==> src/hw/rtl/gwrm_pkg.sv <==
package gwrm_pkg;

  localparam int MAX_ROWS = 64;
  localparam int MAX_COLS = 64;
  localparam int ROW_AW   = $clog2(MAX_ROWS);
  localparam int COL_AW   = $clog2(MAX_COLS);
  localparam int DIM_W    = 7;

  localparam logic [1:0] REG_GRID_ROWS = 2'd0;
  localparam logic [1:0] REG_GRID_COLS = 2'd1;

  localparam logic CMD_WRITE = 1'b0;
  localparam logic CMD_NEXT  = 1'b1;

  typedef logic [MAX_COLS-1:0] row_bits_t;

  typedef struct packed {
    logic       cmd;
    logic [5:0] cell_row;
    logic [5:0] cell_col;
    logic       cell_wall;
  } gwrm_in_t;

  typedef struct packed {
    logic       found;
    logic [5:0] rect_col;
    logic [5:0] rect_row;
    logic [6:0] rect_width;
    logic [6:0] rect_height;
  } gwrm_out_t;

  typedef struct packed {
    logic              we;
    logic [ROW_AW-1:0] waddr;
    row_bits_t         wdata;
  } ram_wr_t;

endpackage

==> src/hw/rtl/gwrm_row_ram.sv <==
module gwrm_row_ram
  import gwrm_pkg::*;
(
  input  logic                   clk,
  input  ram_wr_t                wr,
  input  logic [ROW_AW-1:0]      raddr,
  output row_bits_t              rdata
);

  row_bits_t mem [MAX_ROWS];

  always_ff @(posedge clk) begin
    if (wr.we) begin
      mem[wr.waddr] <= wr.wdata;
    end
    rdata <= mem[raddr];
  end

endmodule

==> config.mk <==
export PLATFORM = sky130hd
export DESIGN_NAME = gwrm_row_ram
export DESIGN_NICKNAME = d
export VERILOG_FILES = /design/src/hw/rtl/gwrm_pkg.sv /design/src/hw/rtl/gwrm_row_ram.sv
export SDC_FILE = /design/constraint.sdc
export NUM_CORES = 2
export LEC_CHECK = 0
export BUFFER_PORTS_ARGS = -buffer_cell sky130_fd_sc_hd__buf_2
export CAP_MARGIN = 40
export CORE_ASPECT_RATIO = 1.25
export CORE_MARGIN = 8
export CORE_UTILIZATION = 45
export CTS_CLUSTER_DIAMETER = 200
export DETAILED_ROUTE_END_ITERATION = 6
export SLEW_MARGIN = 20
export SYNTH_ARGS = -nofsm -noshare
export SYNTH_HDL_FRONTEND = slang
export SYNTH_SLANG_ARGS = --single-unit
==> constraint.sdc <==
create_clock -name clk -period 5.1 [get_ports clk]
set_input_delay 0 -clock clk [delete_from_list [all_inputs] [get_ports clk]]
set_output_delay 0 -clock clk [all_outputs]
set_load 0.05 [all_outputs]
Word-level counts from Yosys, hierarchy flattened
Memories as Yosys holds them, arrays and structs flattened. A register that Yosys moved wholly into a read port is not among the register bits.
Cells that the tools add are included.
{"block": "op_classes", "n_addsub": 0, "bitwise": 0, "n_lt_le_gt_ge": 0, "n_div": 0, "n_mul": 0, "n_eq_ne": 0, "mux": 2, "n_shift": 0, "reduce_logical": 0}
{"operator": "2-to-1 mux 1 bit", "count": 2}
{"block": "word_totals", "word_cells": 3, "regBits": 0, "ramBits": 4096, "out_inout_bits": 64, "memories": 1, "romBits": 0, "in_bits": 78, "latchBits": 0}
{"name": "mem", "words": 64, "width": 64, "read_ports": 1, "rd_ports_with_merged_regs": 1, "write_ports": 1, "line_no": "gwrm_row_ram.sv:10", "source": "row_bits_t mem [MAX_ROWS];"}

Depth between registers and ports, before layout
{"block": "logic_depth", "word_depth": 2, "ltp_mapped": 9, "depth_no_buf": 5}

Worst setup path after synthesis
Ideal clock, no wire load.
{"block": "synth_path", "path_kind": "input -> register", "start": "input wr[67] in the netlist's numbering", "end": "memory mem[48][0] in the netlist's numbering, enable pin", "path_slack_ps": -336, "path_buffers": 1, "arrival_ps": 4872, "required_ps": 4536, "stages": 4, "setup_ps": 564, "cell_sequence": "clkbuf_1 nor2b_1 nand4b_1 nor3_1"}
{"item": "from (decl)", "line_no": "gwrm_row_ram.sv:5", "source": "input ram_wr_t wr,"}
{"item": "to (decl)", "line_no": "gwrm_row_ram.sv:10"}
Straight into the memory's write port.

==> impl_metrics.py <==
metrics = {
    "power": {
        "switching_share": 0.2120,
        "peakVddDrop_mv": 0.3509,
        "power_density_mw_per_mm2": 391.8,
        "pwr-share-seq": 0.539,
        "pwr-share-clk": 0.409,
        "p_int_mw": 55.57,
        "comb_power_share": 0.052,
        "p_switching_mw": 14.95,
        "p_leak_nw": 55.96,
    },
    "placement": {
        "dp.cells": 11279,
        "place_hpwl_um": 227500,
        "numPortBuffers": 141,
        "place_congestion": 0.7564,
    },
    "floorplan": {
        "core_mm2": 0.3467,
        "rows": 242,
        "dieArea_mm2": 0.3667,
        "die_h_um": 675.0,
        "die-width_um": 543.2,
        "initial_core_util": 0.4510,
        "io_pins": 142,
    },
    "sta": {
        "fmax_mhz": 364.7,
        "finalSetupViolCount": 0,
        "rsz0062_at_grt": "false",
        "max_slew.worst_pin.slew_ps": 974.0,
        "setup_tns_ps": 0,
        "slew-limit-headroom": 0.3507,
        "hold_viol_final": 0,
        "drv_slew": 0,
        "whs_ps": 21.49,
        "skew_ps": 39.97,
        "min_period_ps": 2742,
        "post-route-period-util": 0.5376,
    },
    "job": {
        "cap_viol_max_count": 0,
    },
    "cts": {
        "root_buffer": "clkbuf_16",
        "insertion_delay_ps": 910,
        "clock_sinks": 4160,
        "cts_tree": "built",
        "cts-htree-levels": 5,
        "cts_buffers": 391,
        "clk_path_buf_depth": 4,
        "clkSlewWorstSetupHoldPaths_ps": 60,
    },
    "final_layout": {
        "ff_latch_area_mm2": 0.1243,
        "final_layout_size_suffix_gt1_frac": 0.2846,
        "layoutNonFillerInstCount": 12103,
        "multi_input_area_mm2": 0.03080,
        "fillCellCount": 26596,
        "nets": 7226,
        "area_growth_syn_to_layout_pct": 15.13,
    },
    "setup_path": {
        "r2r-end": "rdata[42]",
        "critPathLaunchType": "input port",
        "path_class": "input port to flop",
        "crit_required_ps": 5840,
        "cpMaxStageDelayCell": "dlygate4sd3_1",
        "crit_path_max_incr_delay_ps": 600,
        "r2r_slack_ps": 3080,
        "r2r-start": "mem[7][42]",
        "r2r.worst_path.cells": 4,
        "endpoint_kind": "flop",
        "crit_arrival_ps": 3480,
        "cp_max_fo": 14,
        "path_cells": "dlygate4sd3_1 > buf_2 > nand2b_2 > nor2_4 > buf_4 > a2bb2oi_1 > a31oi_1 > a211oi_1",
    },
    "logic_synthesis": {
        "syn_area_mm2": 0.1563,
        "synth_commonest_cells": "edfxtp_1, mux4_2, buf_2, a22oi_1, clkbuf_1",
        "yosysMostFrequentCell": "edfxtp_1",
        "ys.flop_type": "edfxtp_1",
        "async_reset_ff_frac": 0,
        "yosys_warnings": 0,
        "synth_edf_count": 4096,
        "synth_top_area_share": 0.7867,
        "synthCells": 6598,
        "synth_top_area_cell": "edfxtp_1",
        "synth.avg_cell_area_um2": 23.70,
        "ys_top_cells_by_area": "edfxtp_1, mux4_2, mux2i_1",
        "syn-num-nets": 6676,
        "yosysSeqAreaShare": 0.7949,
        "ys_types": 33,
        "synth_seq_cells": 4160,
    },
    "detailed_routing": {
        "wire_per_inst_um": 35.94,
        "ant_nets": 0,
        "dr.first_iter.drc_count": 9259,
        "wl_um": 435000,
        "dr.pass1.iters": 5,
        "via_per_inst": 6.195,
        "vias": 74984,
        "drc": 0,
    },
    "hold_path": {
        "min_path_cells": 2,
        "hold_end": "mem[6][43]",
        "hold_start": "wr[43]",
        "min_path_type": "input port to flop",
    },
    "outcome": {
        "status": "finished clean",
    },
    "grt": {
        "first_global_vias": 76697,
        "antenna_found_initial": 28,
        "grt_start_max_net_pins": 111,
        "grt-ovfl-total": 0,
        "grt_pass1_wl_um": 604500,
        "gr-usage-all-layers": 0.2335,
    },
}
layout make-up:
class	count	area share
clock buffer	494	0.05841
tap	4636	0.03222
inverter	19	0.0003962
sequential	4160	0.6904
clock inverter	208	0.01104
multi-input combinational	2049	0.1711
antenna	10	0.0001390
timing repair buffer	527	0.03624
worst max-delay path by stage:
stage	startpoint	endpoint	slack [ps]	cells after the start
floorplan	wr[69]	mem[39][0]	1070	4
global placement	raddr[0]	rdata[5]	1820	7
detailed placement	raddr[0]	rdata[5]	1790	7
CTS	raddr[5]	rdata[17]	2360	8
global route	raddr[5]	rdata[17]	2360	8
finish	raddr[5]	rdata[17]	2360	8
per-layer routing:
metal | vias to the layer above | wire length (um) | track usage
li1 | 29603 | - | -
met1 | 41346 | 166900 | 0.3105
met2 | 3370 | 220900 | 0.4022
met3 | 657 | 33920 | 0.03921
met4 | 8 | 13200 | 0.06226
met5 | - | 53 | 0
worst max-delay path, delay by kind of cell:
| kind | cells | cell delay (ps) |
|---|---|---|
| buffers and inverters | 3 | 1470 |
| AND/OR/NAND/NOR | 2 | 1110 |
| AO/OA/AOI/OAI | 3 | 810 |
kinds of logic (layout without fill, tap and decap cells):
logic type	Yosys count	count (layout)	share of synthesized area
AO/OA/AOI/OAI	504	504	0.02477
buffers and inverters	389	1248	0.01180
flip-flops	4160	4160	0.7949
multiplexers	1159	1159	0.1561
other	0	10	0
AND/OR/NAND/NOR	386	386	0.01240
power by group through the flow:
stage / registers (mW) / logic (mW) / clock network, mW
2_1_floorplan: 38.9 / 1.76 / 0
3_3_place_gp: 38.7 / 3.43 / 0
3_5_place_dp: 38.7 / 3.59 / 0
4_1_cts: 38.0 / 3.67 / 29.3
5_1_grt: 38.0 / 3.87 / 30.5
6_report: 38.0 / 3.68 / 28.9
state kept, by name, summed over array words and instances (netlist names):
register,count
mem,4096
rdata,64
timing repair:
action | CTS | global route
hold buffers | 84 | 3
setup endpoints to repair | 0 | 0
endpoints found under the hold margin | 4377 | 40
resized for setup | 0 | 0
buffers inserted | 0 | 0
cell usage in the layout (no fill, tap or decap), types with 64 or more instances in the layout:
master / instances
a22o_1: 88
a22oi_1: 168
and3_1: 64
buf_12: 167
buf_2: 138
buf_4: 100
clkbuf_1: 80
clkbuf_16: 401
clkinv_1: 74
clkinv_2: 68
dfxtp_1: 64
dlygate4sd3_1: 87
edfxtp_1: 4096
mux2i_1: 135
mux4_2: 1024
nor2_4: 65
o22ai_1: 83
per-stage QoR:
| stage | power [mW] | util | instance area [um^2] | worst slack, ps |
|---|---|---|---|---|
| 6_report | 70.52 | 0.5192 | 180000 | 2358 |
| 3_3_place_gp | 42.18 | 0.4744 | 164500 | 1819 |
| 4_1_cts | 70.94 | 0.5175 | 179400 | 2359 |
| 3_5_place_dp | 42.34 | 0.4790 | 166100 | 1794 |
| 2_1_floorplan | 40.68 | - | 156400 | 1070 |
| 5_1_grt | 72.37 | 0.5191 | 180000 | 2358 |
Note: power is estimated with default switching activity, not from simulation.
